[config.mk]
export PLATFORM = sky130hd
export DESIGN_NAME = planar_to_indexed_masked_blit_top_flat
export DESIGN_NICKNAME = d
export VERILOG_FILES = /design/src/design/p2ib_pkg.sv /design/src/design/p2ib_pix_in_if.sv /design/src/design/p2ib_pix_out_if.sv /design/src/design/p2ib_cfg_if.sv /design/src/design/planar_to_indexed_masked_blit_top.sv /design/src/design/p2ib_front.sv /design/src/design/p2ib_queue.sv /design/src/design/p2ib_back.sv /design/src/flat_wrapper.sv
export SDC_FILE = /design/constraint.sdc
export NUM_CORES = 1
export LEC_CHECK = 0
export ABC_AREA = 0
export BUFFER_PORTS_ARGS = -buffer_cell sky130_fd_sc_hd__buf_2
export CAP_MARGIN = 25
export CELL_PAD_IN_SITES_DETAIL_PLACEMENT = 1
export CELL_PAD_IN_SITES_GLOBAL_PLACEMENT = 1
export CORE_UTILIZATION = 45
export DETAILED_ROUTE_END_ITERATION = 8
export HOLD_SLACK_MARGIN = 0.06
export PLACE_DENSITY = 0.85
export SETUP_SLACK_MARGIN = 0.4
export SYNTH_ARGS = -nofsm -noshare
export SYNTH_HDL_FRONTEND = slang
export SYNTH_SLANG_ARGS = --single-unit
[constraint.sdc]
create_clock -name clk -period 6.2 [get_ports clk]
set_input_delay 1.24 -clock clk [delete_from_list [all_inputs] [get_ports clk]]
set_output_delay 1.24 -clock clk [all_outputs]
set_load 0.01 [all_outputs]
[src/design/p2ib_pkg.sv]
// ----------------------------------------------------------------------------
// p2ib_pkg
// Shared types and constants of the planar-to-indexed masked blitter.
// ----------------------------------------------------------------------------
package p2ib_pkg;

  // Coordinate and address widths
  localparam int COORD_BITS   = 12;
  localparam int ADDR_BITS    = 24;

  // One byte of each plane per item, one bit per pixel
  localparam int PLANE_BITS   = 8;
  localparam int BITCNT_BITS  = $clog2(PLANE_BITS);
  localparam int INDEX_BITS   = 4;

  // Token queue between front and back
  localparam int QUEUE_DEPTH  = 4;
  localparam int QPTR_BITS    = $clog2(QUEUE_DEPTH);

  // Configuration register file
  localparam int REG_IDX_BITS = 3;

  typedef enum logic [REG_IDX_BITS-1:0] {
    REG_DEST_X      = 3'd0,
    REG_DEST_Y      = 3'd1,
    REG_DEST_PITCH  = 3'd2,
    REG_SRC_WIDTH   = 3'd3,
    REG_SRC_HEIGHT  = 3'd4,
    REG_CLIP_WIDTH  = 3'd5,
    REG_CLIP_HEIGHT = 3'd6,
    REG_MASK_ENABLE = 3'd7
  } cfg_reg_t;

  // Reset values of the registers
  localparam logic [COORD_BITS-1:0] RST_DEST_PITCH  = COORD_BITS'(320);
  localparam logic [COORD_BITS-1:0] RST_SRC_WIDTH   = COORD_BITS'(8);
  localparam logic [COORD_BITS-1:0] RST_SRC_HEIGHT  = COORD_BITS'(1);
  localparam logic [COORD_BITS-1:0] RST_CLIP_WIDTH  = COORD_BITS'(4095);
  localparam logic [COORD_BITS-1:0] RST_CLIP_HEIGHT = COORD_BITS'(4095);

  typedef struct packed {
    logic signed [COORD_BITS-1:0] dest_x;
    logic signed [COORD_BITS-1:0] dest_y;
    logic [COORD_BITS-1:0]        dest_pitch;
    logic [COORD_BITS-1:0]        src_width;
    logic [COORD_BITS-1:0]        src_height;
    logic [COORD_BITS-1:0]        clip_width;
    logic [COORD_BITS-1:0]        clip_height;
    logic                         mask_enable;
  } cfg_t;

  // Front-to-back token: a kept pixel, an end-of-item mark, or both
  typedef struct packed {
    logic                  has_pixel;
    logic                  item_end;
    logic [COORD_BITS-1:0] dcol;
    logic [COORD_BITS-1:0] drow;
    logic [INDEX_BITS-1:0] index;
  } token_t;

endpackage

[src/design/p2ib_pix_in_if.sv]
// ----------------------------------------------------------------------------
// p2ib_pix_in_if
// Input channel: one byte of each of the five bit planes per transaction.
// ----------------------------------------------------------------------------
interface p2ib_pix_in_if import p2ib_pkg::*; ();
  logic                  valid;
  logic                  ready;
  logic [PLANE_BITS-1:0] mask_bits;
  logic [PLANE_BITS-1:0] blue_bits;
  logic [PLANE_BITS-1:0] green_bits;
  logic [PLANE_BITS-1:0] red_bits;
  logic [PLANE_BITS-1:0] intensity_bits;

  modport source (
    output valid, mask_bits, blue_bits, green_bits, red_bits, intensity_bits,
    input  ready
  );
  modport sink (
    input  valid, mask_bits, blue_bits, green_bits, red_bits, intensity_bits,
    output ready
  );
endinterface

[src/design/p2ib_pix_out_if.sv]
// ----------------------------------------------------------------------------
// p2ib_pix_out_if
// Output channel: one destination pixel write per transaction.
// ----------------------------------------------------------------------------
interface p2ib_pix_out_if import p2ib_pkg::*; ();
  logic                  valid;
  logic                  ready;
  logic [ADDR_BITS-1:0]  dest_address;
  logic [INDEX_BITS-1:0] pixel_index;
  logic                  last_of_item;

  modport source (
    output valid, dest_address, pixel_index, last_of_item,
    input  ready
  );
  modport sink (
    input  valid, dest_address, pixel_index, last_of_item,
    output ready
  );
endinterface

[src/design/p2ib_cfg_if.sv]
// ----------------------------------------------------------------------------
// p2ib_cfg_if
// Configuration write channel: register index and write data.
// ----------------------------------------------------------------------------
interface p2ib_cfg_if import p2ib_pkg::*; ();
  logic                  valid;
  logic                  ready;
  cfg_reg_t              index;
  logic [COORD_BITS-1:0] data;

  modport source (
    output valid, index, data,
    input  ready
  );
  modport sink (
    input  valid, index, data,
    output ready
  );
endinterface

[src/design/planar_to_indexed_masked_blit_top.sv]
// ----------------------------------------------------------------------------
// planar_to_indexed_masked_blit_top
// Four-plane masked sprite to 4-bit indexed pixels with pitched addressing.
//
//   Channel  Role  Payload                                            Per transaction
//   cfg      sink  index, data                                        one register write
//   pix_in   sink  mask/blue/green/red/intensity_bits                 eight source pixels
//   pix_out  src   dest_address, pixel_index, last_of_item            one destination write
//
// An input item occupies the pixel walker for its eight pixels, one source
// pixel per cycle while the token queue has room; the next item is taken in
// the cycle the last pixel is walked. Writes leave at up to one per cycle.
// rst is synchronous; it restores the register defaults and the source
// position. A stalled output fills the token queue and then holds the walker.
// ----------------------------------------------------------------------------
module planar_to_indexed_masked_blit_top import p2ib_pkg::*; (
  input  logic           clk,
  input  logic           rst,
  p2ib_cfg_if.sink       cfg,
  p2ib_pix_in_if.sink    pix_in,
  p2ib_pix_out_if.source pix_out
);

  cfg_t   regs;

  logic   f_tok_valid;
  logic   f_tok_ready;
  token_t f_tok;
  logic   b_tok_valid;
  logic   b_tok_ready;
  token_t b_tok;

  // Register file
  assign cfg.ready = 1'b1;

  always_ff @(posedge clk) begin
    if (rst) begin
      regs.dest_x      <= '0;
      regs.dest_y      <= '0;
      regs.dest_pitch  <= RST_DEST_PITCH;
      regs.src_width   <= RST_SRC_WIDTH;
      regs.src_height  <= RST_SRC_HEIGHT;
      regs.clip_width  <= RST_CLIP_WIDTH;
      regs.clip_height <= RST_CLIP_HEIGHT;
      regs.mask_enable <= 1'b1;
    end else if (cfg.valid) begin
      unique case (cfg.index)
        REG_DEST_X:      regs.dest_x      <= cfg.data;
        REG_DEST_Y:      regs.dest_y      <= cfg.data;
        REG_DEST_PITCH:  regs.dest_pitch  <= cfg.data;
        REG_SRC_WIDTH:   regs.src_width   <= cfg.data;
        REG_SRC_HEIGHT:  regs.src_height  <= cfg.data;
        REG_CLIP_WIDTH:  regs.clip_width  <= cfg.data;
        REG_CLIP_HEIGHT: regs.clip_height <= cfg.data;
        REG_MASK_ENABLE: regs.mask_enable <= cfg.data[0];
        default:         regs             <= regs;
      endcase
    end
  end

  // Pixel walker
  p2ib_front u_front (
    .clk       (clk),
    .rst       (rst),
    .regs      (regs),
    .pix_in    (pix_in),
    .tok_valid (f_tok_valid),
    .tok_ready (f_tok_ready),
    .tok       (f_tok)
  );

  // Token queue
  p2ib_queue u_queue (
    .clk        (clk),
    .rst        (rst),
    .push_valid (f_tok_valid),
    .push_ready (f_tok_ready),
    .push_tok   (f_tok),
    .pop_valid  (b_tok_valid),
    .pop_ready  (b_tok_ready),
    .pop_tok    (b_tok)
  );

  // Address back end
  p2ib_back u_back (
    .clk       (clk),
    .rst       (rst),
    .regs      (regs),
    .tok_valid (b_tok_valid),
    .tok_ready (b_tok_ready),
    .tok       (b_tok),
    .pix_out   (pix_out)
  );

endmodule

[src/design/p2ib_front.sv]
// ----------------------------------------------------------------------------
// p2ib_front
// Takes a plane byte group, walks its eight pixels one per cycle while the
// queue has room, tracks source column/row, marks pixels written or dropped.
// ----------------------------------------------------------------------------
module p2ib_front import p2ib_pkg::*; (
  input  logic              clk,
  input  logic              rst,
  input  cfg_t              regs,
  p2ib_pix_in_if.sink       pix_in,
  output logic              tok_valid,
  input  logic              tok_ready,
  output token_t            tok
);

  localparam int DW = COORD_BITS + 2;

  logic                   busy;
  logic [BITCNT_BITS-1:0] bit_cnt;
  logic [PLANE_BITS-1:0]  mask_sr;
  logic [PLANE_BITS-1:0]  blue_sr;
  logic [PLANE_BITS-1:0]  green_sr;
  logic [PLANE_BITS-1:0]  red_sr;
  logic [PLANE_BITS-1:0]  inten_sr;
  logic [COORD_BITS-1:0]  source_column;
  logic [COORD_BITS-1:0]  source_row;

  logic                   step;
  logic                   last_step;
  logic                   accept;
  logic                   sprite_done;
  logic                   col_over;
  logic                   active;
  logic signed [DW-1:0]   dcol;
  logic signed [DW-1:0]   drow;
  logic                   in_clip;
  logic                   keep;
  logic [COORD_BITS-1:0]  col_inc;
  logic [COORD_BITS-1:0]  row_inc;

  // Step handshake: one pixel per cycle while the queue has room
  assign step         = busy && tok_ready;
  assign last_step    = (bit_cnt == BITCNT_BITS'(PLANE_BITS - 1));
  assign pix_in.ready = !busy || (step && last_step);
  assign accept       = pix_in.valid && pix_in.ready;

  // Pixel classification
  assign sprite_done = (source_row >= regs.src_height);
  assign col_over    = (source_column >= regs.src_width);
  assign active      = !sprite_done && !col_over;

  assign dcol = $signed({2'b00, source_column}) +
                $signed({{2{regs.dest_x[COORD_BITS-1]}}, regs.dest_x});
  assign drow = $signed({2'b00, source_row}) +
                $signed({{2{regs.dest_y[COORD_BITS-1]}}, regs.dest_y});

  assign in_clip = !dcol[DW-1] && !drow[DW-1] &&
                   (dcol[DW-2:0] < {1'b0, regs.clip_width}) &&
                   (drow[DW-2:0] < {1'b0, regs.clip_height});
  assign keep    = active && in_clip && !(regs.mask_enable && mask_sr[PLANE_BITS-1]);

  assign col_inc = source_column + COORD_BITS'(1);
  assign row_inc = source_row + COORD_BITS'(1);

  // Token to the queue: kept pixel and/or end-of-item mark
  assign tok_valid     = step && (keep || last_step);
  assign tok.has_pixel = keep;
  assign tok.item_end  = last_step;
  assign tok.dcol      = dcol[COORD_BITS-1:0];
  assign tok.drow      = drow[COORD_BITS-1:0];
  assign tok.index     = {inten_sr[PLANE_BITS-1], red_sr[PLANE_BITS-1],
                          green_sr[PLANE_BITS-1], blue_sr[PLANE_BITS-1]};

  // Item control
  always_ff @(posedge clk) begin
    if (rst) begin
      busy    <= 1'b0;
      bit_cnt <= '0;
    end else if (accept) begin
      busy    <= 1'b1;
      bit_cnt <= '0;
    end else if (step) begin
      bit_cnt <= bit_cnt + BITCNT_BITS'(1);
      if (last_step) begin
        busy <= 1'b0;
      end
    end
  end

  // Plane shift registers, current pixel at the MSB
  always_ff @(posedge clk) begin
    if (accept) begin
      mask_sr  <= pix_in.mask_bits;
      blue_sr  <= pix_in.blue_bits;
      green_sr <= pix_in.green_bits;
      red_sr   <= pix_in.red_bits;
      inten_sr <= pix_in.intensity_bits;
    end else if (step) begin
      mask_sr  <= {mask_sr[PLANE_BITS-2:0], 1'b0};
      blue_sr  <= {blue_sr[PLANE_BITS-2:0], 1'b0};
      green_sr <= {green_sr[PLANE_BITS-2:0], 1'b0};
      red_sr   <= {red_sr[PLANE_BITS-2:0], 1'b0};
      inten_sr <= {inten_sr[PLANE_BITS-2:0], 1'b0};
    end
  end

  // Source position; holds once the sprite is finished
  always_ff @(posedge clk) begin
    if (rst) begin
      source_column <= '0;
      source_row    <= '0;
    end else if (step && !sprite_done) begin
      if (col_over || (col_inc >= regs.src_width)) begin
        source_column <= '0;
        source_row    <= row_inc;
      end else begin
        source_column <= col_inc;
      end
    end
  end

endmodule

[src/design/p2ib_queue.sv]
// ----------------------------------------------------------------------------
// p2ib_queue
// Small token FIFO decoupling the pixel walker from the address back end.
// ----------------------------------------------------------------------------
module p2ib_queue import p2ib_pkg::*; (
  input  logic   clk,
  input  logic   rst,
  input  logic   push_valid,
  output logic   push_ready,
  input  token_t push_tok,
  output logic   pop_valid,
  input  logic   pop_ready,
  output token_t pop_tok
);

  token_t               slots [QUEUE_DEPTH];
  logic [QPTR_BITS-1:0] wr_ptr;
  logic [QPTR_BITS-1:0] rd_ptr;
  logic [QPTR_BITS:0]   count;
  logic                 do_push;
  logic                 do_pop;

  assign push_ready = (count != (QPTR_BITS+1)'(QUEUE_DEPTH));
  assign pop_valid  = (count != '0);
  assign pop_tok    = slots[rd_ptr];
  assign do_push    = push_valid && push_ready;
  assign do_pop     = pop_valid && pop_ready;

  // Pointers and fill level
  always_ff @(posedge clk) begin
    if (rst) begin
      wr_ptr <= '0;
      rd_ptr <= '0;
      count  <= '0;
    end else begin
      if (do_push) begin
        wr_ptr <= wr_ptr + QPTR_BITS'(1);
      end
      if (do_pop) begin
        rd_ptr <= rd_ptr + QPTR_BITS'(1);
      end
      case ({do_push, do_pop})
        2'b10:   count <= count + (QPTR_BITS+1)'(1);
        2'b01:   count <= count - (QPTR_BITS+1)'(1);
        default: count <= count;
      endcase
    end
  end

  // Storage
  always_ff @(posedge clk) begin
    if (do_push) begin
      slots[wr_ptr] <= push_tok;
    end
  end

endmodule

[src/design/p2ib_back.sv]
// ----------------------------------------------------------------------------
// p2ib_back
// Forms destination addresses (row * pitch + column) and issues writes.
// A one-entry hold stage keeps each pixel until its own end-of-item mark or
// the next token shows whether it is the final write of its item.
// ----------------------------------------------------------------------------
module p2ib_back import p2ib_pkg::*; (
  input  logic               clk,
  input  logic               rst,
  input  cfg_t               regs,
  input  logic               tok_valid,
  output logic               tok_ready,
  input  token_t             tok,
  p2ib_pix_out_if.source     pix_out
);

  localparam int PROD_BITS = 2 * COORD_BITS;
  localparam int SUM_BITS  = (PROD_BITS + 1 > ADDR_BITS) ? PROD_BITS + 1 : ADDR_BITS;

  // Multiply stage
  logic                  mul_valid;
  token_t                mul_tok;
  logic [PROD_BITS-1:0]  mul_prod;
  logic                  mul_ready;

  // Hold stage
  logic                  hold_valid;
  logic                  hold_final;
  logic [ADDR_BITS-1:0]  hold_addr;
  logic [INDEX_BITS-1:0] hold_index;

  logic                  out_space;
  logic                  take;
  logic                  emit;
  logic                  emit_last;
  logic [SUM_BITS-1:0]   addr_sum;

  assign out_space = !pix_out.valid || pix_out.ready;
  assign take      = mul_valid && (!hold_valid || out_space);
  assign emit      = hold_valid && out_space && (hold_final || mul_valid);
  assign emit_last = hold_final || !mul_tok.has_pixel;
  assign mul_ready = !mul_valid || take;
  assign tok_ready = mul_ready;
  assign addr_sum  = SUM_BITS'(mul_prod) + SUM_BITS'(mul_tok.dcol);

  // Row times pitch
  always_ff @(posedge clk) begin
    if (rst) begin
      mul_valid <= 1'b0;
    end else if (mul_ready) begin
      mul_valid <= tok_valid;
    end
  end

  always_ff @(posedge clk) begin
    if (mul_ready && tok_valid) begin
      mul_tok  <= tok;
      mul_prod <= PROD_BITS'(tok.drow) * PROD_BITS'(regs.dest_pitch);
    end
  end

  // Hold stage: released once its last flag is known
  always_ff @(posedge clk) begin
    if (rst) begin
      hold_valid <= 1'b0;
      hold_final <= 1'b0;
    end else if (take) begin
      hold_valid <= mul_tok.has_pixel;
      hold_final <= mul_tok.item_end;
    end else if (emit) begin
      hold_valid <= 1'b0;
    end
  end

  always_ff @(posedge clk) begin
    if (take) begin
      hold_addr  <= addr_sum[ADDR_BITS-1:0];
      hold_index <= mul_tok.index;
    end
  end

  // Output register
  always_ff @(posedge clk) begin
    if (rst) begin
      pix_out.valid <= 1'b0;
    end else if (emit) begin
      pix_out.valid <= 1'b1;
    end else if (pix_out.ready) begin
      pix_out.valid <= 1'b0;
    end
  end

  always_ff @(posedge clk) begin
    if (emit) begin
      pix_out.dest_address <= hold_addr;
      pix_out.pixel_index  <= hold_index;
      pix_out.last_of_item <= emit_last;
    end
  end

endmodule
[src/flat_wrapper.sv]
// flat-port wrapper written by rule: the top's interface ports become plain ports
module planar_to_indexed_masked_blit_top_flat import p2ib_pkg::*;
  (clk, rst, cfg_valid, cfg_index, cfg_data, cfg_ready, pix_in_valid, pix_in_mask_bits, pix_in_blue_bits, pix_in_green_bits, pix_in_red_bits, pix_in_intensity_bits, pix_in_ready, pix_out_valid, pix_out_dest_address, pix_out_pixel_index, pix_out_last_of_item, pix_out_ready);
  p2ib_cfg_if cfg_i ();
  p2ib_pix_in_if pix_in_i ();
  p2ib_pix_out_if pix_out_i ();
  input  logic clk;
  input  logic rst;
  input wire logic [$bits(cfg_i.valid)-1:0] cfg_valid;
  input wire logic [$bits(cfg_i.index)-1:0] cfg_index;
  input wire logic [$bits(cfg_i.data)-1:0] cfg_data;
  output wire logic [$bits(cfg_i.ready)-1:0] cfg_ready;
  input wire logic [$bits(pix_in_i.valid)-1:0] pix_in_valid;
  input wire logic [$bits(pix_in_i.mask_bits)-1:0] pix_in_mask_bits;
  input wire logic [$bits(pix_in_i.blue_bits)-1:0] pix_in_blue_bits;
  input wire logic [$bits(pix_in_i.green_bits)-1:0] pix_in_green_bits;
  input wire logic [$bits(pix_in_i.red_bits)-1:0] pix_in_red_bits;
  input wire logic [$bits(pix_in_i.intensity_bits)-1:0] pix_in_intensity_bits;
  output wire logic [$bits(pix_in_i.ready)-1:0] pix_in_ready;
  output wire logic [$bits(pix_out_i.valid)-1:0] pix_out_valid;
  output wire logic [$bits(pix_out_i.dest_address)-1:0] pix_out_dest_address;
  output wire logic [$bits(pix_out_i.pixel_index)-1:0] pix_out_pixel_index;
  output wire logic [$bits(pix_out_i.last_of_item)-1:0] pix_out_last_of_item;
  input wire logic [$bits(pix_out_i.ready)-1:0] pix_out_ready;
  assign cfg_i.valid = cfg_valid;
  assign cfg_i.index = cfg_index;
  assign cfg_i.data = cfg_data;
  assign cfg_ready = cfg_i.ready;
  assign pix_in_i.valid = pix_in_valid;
  assign pix_in_i.mask_bits = pix_in_mask_bits;
  assign pix_in_i.blue_bits = pix_in_blue_bits;
  assign pix_in_i.green_bits = pix_in_green_bits;
  assign pix_in_i.red_bits = pix_in_red_bits;
  assign pix_in_i.intensity_bits = pix_in_intensity_bits;
  assign pix_in_ready = pix_in_i.ready;
  assign pix_out_valid = pix_out_i.valid;
  assign pix_out_dest_address = pix_out_i.dest_address;
  assign pix_out_pixel_index = pix_out_i.pixel_index;
  assign pix_out_last_of_item = pix_out_i.last_of_item;
  assign pix_out_i.ready = pix_out_ready;
  planar_to_indexed_masked_blit_top u_core (.clk(clk), .rst(rst), .cfg(cfg_i), .pix_in(pix_in_i), .pix_out(pix_out_i));
endmodule
==> results.json <==
{
  "status": "completed",
  "place_hpwl_um": 41500,
  "timing.setup.critical_path_class": "flop to flop",
  "initial_core_util_pct": 45.8,
  "synth_top_area_share_pct": 35.5,
  "fin_tns_setup_ns": 0,
  "p_int_mw": 6.84,
  "die_x_um": 223,
  "ant_nets": 0,
  "rows": 80,
  "numCtsBuffers": 42,
  "wl_per_cell_um": 22.3,
  "ir_drop_mv": 0.261,
  "io_pins": 92,
  "mostFrequentLayoutCells": "nand2_1 (399), edfxtp_1 (259), inv_1 (206)",
  "dieArea_sq_mm": 0.0495,
  "cts_buffer_depth": 3,
  "pwr-share-clk_pct": 24.3,
  "cts-root-buf": "clkbuf_16",
  "skew_ns": 0.0435,
  "viasPerCell": 5.64,
  "relSlewSlack_pct": 25.8,
  "slew_violations": 0,
  "grt.total_usage_pct": 24.1,
  "grt_pass1_vias": 17363,
  "worst_slew_pin_slew_ns": 1.10,
  "crit_path_frequent_cell": "fa_1",
  "place_congestion": 0.863,
  "yosys_warnings": 0,
  "utilization_pct": 53.3,
  "grt_max_degree": 78,
  "routed_wl_um": 63000,
  "comb_power_share_pct": 42.4,
  "drv_cap": 0,
  "synthCells": 2037,
  "synth_ff_type": "edfxtp_1",
  "num_vias": 15941,
  "antenna_found_initial": 4,
  "min_from": "u_core.u_back.hold_addr[8]",
  "fin_cells": 2828,
  "pwr-share-seq_pct": 33.2,
  "cts.clk_slew.worst_paths_ns": 0.06,
  "final_layout_size_suffix_gt1_share_pct": 16.9,
  "cts_htree_levels": 2,
  "crit_chain": "buf_12 > mux4_2 > nand2_2 > fa_1 > fa_1 > inv_1 > ha_1 > fa_1 > inv_1 > fa_1 > inv_2 > ha_4 > o21a_1 > o21a_4 > a2111oi_4 > o311ai_4 > a21oi_2 > o21bai_1 > a21oi_2 > o21ai_2 > xnor2_1",
  "finalPower_mw": 10.7,
  "syn_to_final_growth_pct": 16.5,
  "synthesis.area_sq_mm": 0.0219,
  "crit_path_max_incr_delay_ns": 0.66,
  "cellPowerDensity_mw_per_mm2": 420,
  "reg2reg_slack_ns": 0.24,
  "syn_nets": 2368,
  "placed_cell_area_sq_mm": 0.0232,
  "crit_path_max_fanout": 8,
  "setup_viol": 0,
  "setup_ws_ns": 0.239,
  "rsz0062_at_grt": "true",
  "ys_seq_area_share_pct": 47.0,
  "pre_cts_ws_ns": -0.0208,
  "ys_ff_latch": 385,
  "cp_slowest_cell": "mux4_2",
  "timing.hold.ws_ns": 0.420,
  "switching_share_pct": 36.1,
  "period_share_pct": 96.2,
  "clock-sinks": 385,
  "drtIter0Drc": 990,
  "portBuffers": 90,
  "stdcell_area_sq_mm": 0.0255,
  "min_path_type": "flop to flop",
  "syn_area_per_cell_sq_um": 10.7,
  "nets": 2509,
  "synth_edf_count": 259,
  "drc": 0,
  "yosys.area.top_type": "edfxtp_1",
  "clock_latency_ns": 0.60,
  "cts_tree": "built",
  "start_kind": "flop",
  "period_needed_ns": 5.96,
  "die_h_um": 223,
  "required_ns": 6.54,
  "overflow": 0,
  "end_kind": "flop",
  "switching_power_mw": 3.86,
  "cts_hold_buf": 0,
  "cp.arrival_ns": 6.30,
  "p_leak_nw": 10.9,
  "grt_pass1_wl_um": 93000,
  "synth_async_sr_flop_share_pct": 0,
  "max_freq_mhz": 168,
  "placed_cells": 2701,
  "hold_violations": 0,
  "first_pass_iters": 5,
  "final_common_cell": "nand2_1",
  "synthDistinctLibCells": 68,
  "core_sq_mm": 0.0478,
  "synthTopCellsByArea": "edfxtp_1 (36%), dfxtp_1 (12%), ha_1 (9.5%), fa_1 (9.5%), nand2_1 (7.1%)"
}
-- logic make-up (layout without fill, tap and decap cells) --
| family | count (synthesis) | count (layout) | share of synthesized area (%) |
|---|---|---|---|
| other | 1 | 3 | 0.0171 |
| flip-flops | 385 | 385 | 47.0 |
| buffers and inverters | 291 | 464 | 5.10 |
| AND/OR/NAND/NOR | 716 | 716 | 14.8 |
| XOR/XNOR | 79 | 79 | 3.16 |
| multiplexers | 36 | 37 | 3.36 |
| adder cells (fa/ha/maj) | 271 | 271 | 19.1 |
| AO/OA/AOI/OAI | 258 | 258 | 7.49 |
-- state kept, by name, indices dropped and copies added, names as in the netlist, 8 cells and up, named ones only --
signal / flops
u_core.u_queue.slots: 120
u_core.regs: 85
u_core.u_back.hold_addr: 24
u_core.u_back.mul_prod: 24
u_core.u_back.pix_out.dest_address: 24
u_core.u_back.mul_tok: 18
u_core.u_front.source_column: 12
u_core.u_front.source_row: 12
u_core.u_front.blue_sr: 8
u_core.u_front.green_sr: 8
u_core.u_front.inten_sr: 8
u_core.u_front.mask_sr: 8
u_core.u_front.red_sr: 8
-- cells in the mapped netlist (9+ instances only) --
library cell	n
o21ai_1	9
ha_1	167
dfxtp_1	126
and2_1	60
a21oi_1	109
xor2_1	31
nor2b_1	14
edfxtp_1	259
inv_1	220
nor3_1	17
fa_1	104
nand3_1	36
nand3b_1	36
mux4_2	30
o21ai_0	35
nand2_1	413
o21a_1	18
a211oi_1	13
xnor2_1	48
and3_1	20
clkbuf_1	60
nor2_1	86
a21o_1	13
-- layout make-up --
class	instances	area, sq um
sequential	385	10300
inverter	220	826
antenna	2	5.00
tap	615	769
timing repair buffer	167	1180
multi-input combinational	1362	11000
fill	5111	22300
clock inverter	25	274
clock buffer	52	1130
-- power by group through the flow --
stage | Combinational, mW | Clock (mW) | Sequential (mW)
floorplan | 2.42 | 0 | 3.52
global placement | 3.02 | 0 | 3.57
detailed placement | 3.31 | 0 | 3.61
CTS | 3.71 | 2.63 | 3.55
global route | 4.88 | 2.72 | 3.58
finish | 4.54 | 2.61 | 3.55
-- critical path: cells and delay by family (launching register included) --
kind	cells	cell delay [ns]
buffers and inverters	4	0.30
and+or+nand+nor	1	0.17
muxes	1	0.66
AOI/OAI and AO/OA	8	1.47
DFF	1	0.37
xor gates and xnor gates	1	0.13
adders and majority gates	6	2.63
-- what timing repair did --
item | 4_1_cts | 5_1_grt
buffers inserted | 24 | 23
endpoints found under the setup margin | 11 | 132
cloned | 1 | 0
gates resized for setup | 49 | 77
pin swaps | 23 | 56
-- path summary, 6_finish.rpt --
path / cells past startpoint / to
worst max-delay path: 21 / u_core.u_back.mul_prod[23]
worst min-delay path: 0 / u_core.u_back.pix_out.dest_address[8]
worst max register to register: 21 / u_core.u_back.mul_prod[23]
worst min register to register: 0 / u_core.u_back.pix_out.dest_address[8]
-- metal layers --
layer | track usage [%] | part of all wire (%) | vias to the layer above
met4 | 10.7 | 4.6 | 4
met5 | 0 | 0.032 | -
met3 | 3.76 | 5.0 | 179
met2 | 44.0 | 52 | 542
li1 | - | - | 7189
met1 | 27.6 | 39 | 8027
Power figures use the tool's default switching activity.
